File: config.mk
export PLATFORM = sky130hd
export DESIGN_NAME = prtt_alu
export DESIGN_NICKNAME = d
export VERILOG_FILES = /design/src/design/prtt_pkg.sv /design/src/design/prtt_alu.sv
export SDC_FILE = /design/constraint.sdc
export NUM_CORES = 1
export LEC_CHECK = 0
export BUFFER_PORTS_ARGS = -buffer_cell sky130_fd_sc_hd__buf_2
export CORE_AREA = 3 3 80 82
export DETAILED_ROUTE_END_ITERATION = 12
export DIE_AREA = 0 0 83 85
export MAX_ROUTING_LAYER = met4
export PLACE_DENSITY = 0.77
export SETUP_SLACK_MARGIN = 0.1
export SLEW_MARGIN = 15
export SYNTH_ARGS = -nofsm -noshare
export SYNTH_HDL_FRONTEND = slang
export SYNTH_SLANG_ARGS = --single-unit
File: constraint.sdc
create_clock -name vclk -period 6.4
set_input_delay 0.96 -clock vclk [all_inputs]
set_output_delay 0.96 -clock vclk [all_outputs]
set_load 0.05 [all_outputs]
File: src/design/prtt_pkg.sv
package prtt_pkg;

  localparam int TABLE_ENTRIES = 1024;
  localparam int RTT_BITS      = 20;

  localparam int IDX_W    = (TABLE_ENTRIES > 2) ? $clog2(TABLE_ENTRIES) : 1;
  localparam int CNT_W    = $clog2(TABLE_ENTRIES + 1);
  localparam int KEY_W    = 48;
  localparam int HOST_W   = 32;
  localparam int PORT_W   = 16;
  localparam int SAMPLE_W = 20;
  localparam int TMO_W    = 16;
  localparam int CFG_IDX_W = 2;

  localparam int SAT_W = (SAMPLE_W > RTT_BITS) ? SAMPLE_W : RTT_BITS;
  localparam int CMP_W = (RTT_BITS + 1 > TMO_W) ? RTT_BITS + 1 : TMO_W;

  localparam logic [RTT_BITS-1:0] RTT_MAX = '1;

  // request codes
  localparam logic REQ_RECORD = 1'b0;
  localparam logic REQ_QUERY  = 1'b1;

  // configuration register indexes
  localparam logic [CFG_IDX_W-1:0] REG_DEFAULT_TMO = 2'd0;
  localparam logic [CFG_IDX_W-1:0] REG_MIN_TMO     = 2'd1;
  localparam logic [CFG_IDX_W-1:0] REG_MAX_TMO     = 2'd2;

  localparam logic [TMO_W-1:0] DEFAULT_TMO_RST = 16'd1000;
  localparam logic [TMO_W-1:0] MIN_TMO_RST     = 16'd200;
  localparam logic [TMO_W-1:0] MAX_TMO_RST     = 16'd5000;

  typedef struct packed {
    logic [KEY_W-1:0]    key;
    logic [RTT_BITS-1:0] rtt;
  } entry_t;

  typedef struct packed {
    logic             en;
    logic [IDX_W-1:0] addr;
    entry_t           data;
  } wr_req_t;

  typedef struct packed {
    logic                done;
    logic                hit;
    logic [IDX_W-1:0]    idx;
    logic [RTT_BITS-1:0] rtt;
  } scan_res_t;

  typedef struct packed {
    logic [TMO_W-1:0] dflt;
    logic [TMO_W-1:0] min;
    logic [TMO_W-1:0] max;
  } cfg_t;

  function automatic logic [RTT_BITS-1:0] sat_sample(input logic [SAMPLE_W-1:0] s);
    logic [SAT_W-1:0] ext;
    logic [SAT_W-1:0] lim;
    ext = SAT_W'(s);
    lim = SAT_W'(RTT_MAX);
    if (ext > lim) begin
      return RTT_MAX;
    end
    return RTT_BITS'(ext);
  endfunction

endpackage

File: src/design/prtt_alu.sv
module prtt_alu (
  input  logic [prtt_pkg::RTT_BITS-1:0] rtt_old,
  input  logic [prtt_pkg::RTT_BITS-1:0] sample,
  input  prtt_pkg::cfg_t                cfg,
  output logic [prtt_pkg::RTT_BITS-1:0] rtt_upd,
  output logic [prtt_pkg::TMO_W-1:0]    tmo
);
  import prtt_pkg::*;

  logic [RTT_BITS+2:0] acc;
  logic [RTT_BITS:0]   avg;
  logic [CMP_W-1:0]    dbl;
  logic [CMP_W-1:0]    lo;
  logic [CMP_W-1:0]    hi;
  logic [CMP_W-1:0]    clamped;

  // (3*old + sample + 2) / 4, rounded to nearest
  always_comb begin
    acc = (RTT_BITS+3)'({rtt_old, 1'b0}) + (RTT_BITS+3)'(rtt_old) + (RTT_BITS+3)'(sample)
          + (RTT_BITS+3)'(2);
    avg = acc[RTT_BITS+2:2];
    if (avg > (RTT_BITS+1)'(RTT_MAX)) begin
      rtt_upd = RTT_MAX;
    end else begin
      rtt_upd = avg[RTT_BITS-1:0];
    end
  end

  // twice the stored (old) RTT, raised to min then capped at max
  always_comb begin
    dbl     = CMP_W'({rtt_old, 1'b0});
    lo      = CMP_W'(cfg.min);
    hi      = CMP_W'(cfg.max);
    clamped = dbl;
    if (clamped < lo) begin
      clamped = lo;
    end
    if (clamped > hi) begin
      clamped = hi;
    end
    tmo = clamped[TMO_W-1:0];
  end

endmodule
======== Yosys cells after proc, flatten, opt, wreduce, memory -nomap -nowiden ========
Cells that the tools add are included.
operators by class
  add/subtract/negate cells ............... 3
  magnitude comparators ................... 3
  multiplexer cells ....................... 3
operators by type and width
  kind                   number
  $add 22x20->23         1
  $add 23x2->23 const B  1
  $add 21x20->22         1
  $gt 21x16->1           1
  $gt 21x20->1 const B   1
  $lt 21x16->1           1
  $mux 21                1
  $mux 20                1
  $mux 16                1
storage, ports and cells
  register bits ........................... 0
  input bits .............................. 88
  output and inout port bits .............. 36
  word-level logic and storage cells ...... 9

======== Depth between registers and ports, before layout ========
  depth in word-level cells ............... 5
  gate-level depth with buffers ........... 19
  mapped depth without buffers ............ 16

======== Least setup slack after synthesis ========
OpenSTA, ideal clock, no wires.
  kind .................................... in2out
  start point ............................. in cfg[31] (netlist name)
  end point ............................... out tmo[10] (netlist name)
  arrival ................................. 5001 ps
  required time ........................... 5440 ps
  slack ................................... 439 ps
  stages .................................. 18
  buffers on the path ..................... 3
  cells stage by stage .................... inv_1 > ha_1 > and4b_1 > nand3_1 > a2111o_1 > o21ai_2 > buf_6 > clkbuf_1 > o21ai_0 > ha_1 > nor2b_1 > o21a_1 > o21ai_0 > a21oi_1 > o221ai_2 > a21boi_4 > buf_4 > a2bb2oi_1
on the way
  word-level cells in the longest chain between the ends .. 4
RTL lines
  element       RTL line        RTL
  from (decl)   prtt_alu.sv:4   input prtt_pkg::cfg_t cfg,
  $lt 21x16->1  prtt_alu.sv:35  if (clamped < lo) begin
  $mux 21 (*)   prtt_alu.sv:35
  $gt 21x16->1  prtt_alu.sv:38  if (clamped > hi) begin
  $mux 16 (*)   prtt_alu.sv:38
  to (decl)     prtt_alu.sv:6   output logic [prtt_pkg::TMO_W-1:0] tmo
Every way passes the cells marked *; elsewhere a longest branch is shown, timed or not.

======== Final worst setup path ========
  start point ............................. in rtt_old[14] (netlist name)
  end point ............................... out tmo[10] (netlist name)
on the way
  word-level cells in the longest chain between the ends .. 4
RTL lines
  element       RTL line        RTL
  from (decl)   prtt_alu.sv:2   input logic [prtt_pkg::RTT_BITS-1:0] rtt_old,
  $lt 21x16->1  prtt_alu.sv:35
  $mux 21 (*)   prtt_alu.sv:35
  $gt 21x16->1  prtt_alu.sv:38
  $mux 16 (*)   prtt_alu.sv:38
Marks and branches as above.

==> metrics.cfg <==
[synth]
syn-instance-count = 326
yosys.area.top_type = ha_1
ys_top_cells_by_count = ha_1, inv_1, nand2_1
ys_seq_area_share_pct = 0
yosysTopAreaCellShare_pct = 27.2
netlist_area_um2 = 2570
syn_nets = 488
yosysMostFrequentCell = ha_1
syn_avg_cell_area_um2 = 7.89
ys_warn_count = 0
ys_types = 47
ys_top_cells_by_area = ha_1, fa_1, inv_1, a2bb2oi_1, o21ai_0

[layout]
flops_and_latches = 0
area_growth_pct = 23.3
multi_input_area_um2 = 2360
fillers = 584
seq_area_um2 = 0
clock_buffer_count = 0
nets = 592
drive_gt1_share_pct = 28.0
num_antenna_cells = 0

[power_and_ir_drop]
pwr-share-seq_pct = 0
p_sw_share_pct = 69.5
power_frac_comb_pct = 100.0
cellLeakagePower_nw = 1.69
p_int_w = 0.000195
clockPowerShare_pct = 0
cellPowerDensity_nw_per_um2 = 202
power.total_w = 0.000640
power.switching_w = 0.000445
ir_worst_vdd_mv = 0.207

[clock_tree]
cts_resized = 0
cts_setup_buffers = 0
ctsHoldBuffers = 0

[critical_path]
startpoint_type = input pin
required_ps = 5440
cp.arrival_ps = 4990
cp_max_fo = 24
endpoint_kind = output port
critPathLaunch = rtt_old[14]
crit_type = input pin to output port

[worst_hold_path]
min_path_type = input pin to output port
hold-path-cell-count = 4
hp-start = cfg[0]

[sta]
tightest_slew_ps = 541
fin_crit_ps = 5950
slew_headroom_pct = 63.9
hold_viol = 0
layout_setup_ws_ps = 447
drv_slew = 0
setup_tns_ps = 0
rsz0062_at_grt = no
fin_crit_sh_pct = 93.0
fmax_ghz = 0.168
setup_viol_count_final = 0

[global_routing]
grt_overflow = 0
antenna_found_initial = 0
grt_max_degree = 25
grt_pass1_vias = 2770
grt_first_pass_wirelength_um = 12400
grt.total_usage_pct = 20.8

[die]
row_count = 28
start_util_pct = 44.3
num_io_pins = 124
fp.coreArea_um2 = 5820
fp.dieH_um = 85
die_w_um = 83
die_area_um2 = 7060

[detailed_routing]
vias_per_cell = 5.50
drt_iter0_drc = 103
wl_per_cell_um = 14.4
drcViolationCount = 0
wirelength_um = 7230
first_pass_iters = 4
ant_nets = 0
num_vias = 2765

[place]
place.gp.congestion = 0.861
numPortBuffers = 108
dp_hpwl_um = 6330
place_ws_ps = 482

[run]
maxCapViolCount = 0

[run_status]
outcome = finished clean

## worst paths after layout
check,endpoint,slack (ps)
max,tmo[10],450
min,tmo[0],2330
## cells in the final DEF (no fill, tap or decap), types with 2 or more instances in the layout
| master | instances |
|---|---|
| buf_2 | 108 |
| o21ai_0 | 23 |
| inv_1 | 43 |
| a311oi_1 | 2 |
| o2111a_1 | 2 |
| o21ai_1 | 2 |
| and3_1 | 2 |
| a2bb2oi_1 | 14 |
| a211o_1 | 3 |
| a21oi_1 | 21 |
| xor2_1 | 5 |
| fa_1 | 18 |
| nor2_1 | 14 |
| nand3_1 | 5 |
| nand2b_1 | 4 |
| nand4_1 | 4 |
| o211ai_1 | 4 |
| a21o_1 | 6 |
| o21ai_2 | 2 |
| nand2_1 | 25 |
| xnor2_1 | 10 |
| ha_1 | 56 |
| nor3_1 | 4 |
| a41oi_1 | 3 |
| o22ai_1 | 15 |
| nor2b_1 | 5 |
| a211oi_1 | 2 |
| and2_1 | 2 |
| o21a_1 | 6 |
| buf_4 | 3 |
## logic make-up (layout without fill, tap and decap cells)
kind of cell             Yosys count  in the layout  share of synthesized area [%]
AO/OA/AOI/OAI                    117            117                           32.6
XOR/XNOR                          15             15                           5.10
adder cells (fa/ha/maj)           74             74                           41.2
buffers and inverters             52            154                           8.46
AND/OR/NAND/NOR                   68             68                           12.6
## stage by stage
stage          instance area (um2)  cells  hold slack [ps]  util [%]
5_1_grt                       3170    503             2360      54.6
2_1_floorplan                 2570    326             2200         -
3_3_place_gp                  3170    503             2330      54.6
3_5_place_dp                  3170    503             2330      54.6
6_report                      3170    503             2330      54.6
4_1_cts                       3170    503             2330      54.6
## layer usage
metal / global-route usage, % / routed length [um] / vias up
li1: - / - / 1396
met1: 27.3 / 3290 / 1282
met2: 36.8 / 3420 / 85
met3: 1.84 / 476 / 2
met4: 0.892 / 42 / 0
met5: - / 0 / -
## power groups by stage
stage | logic [W] | clock network [W] | registers (W)
floorplan | 0.000486 | 0 | 0
global placement | 0.000629 | 0 | 0
detailed placement | 0.000640 | 0 | 0
CTS | 0.000643 | 0 | 0
global route | 0.000695 | 0 | 0
finish | 0.000640 | 0 | 0
## final cells by class
type / instances / area share, %
multi-input combinational: 274 / 74.2
tap: 75 / 2.96
inverter: 43 / 5.08
timing repair buffer: 111 / 17.7
## worst max-delay path: stages
cell       delay [ps]
buf_2             150
ha_1              330
and4b_1           210
nand3_1           120
a2111o_1          440
o21ai_2           170
buf_4             260
nand2_1            70
o21ai_0            80
ha_1              260
a21oi_1           140
nor2_1             60
a211oi_1          330
o211ai_1          150
o221ai_2          200
a21boi_4          520
a2bb2oi_1         240
buf_2             300
Power figures use the tool's default switching activity.
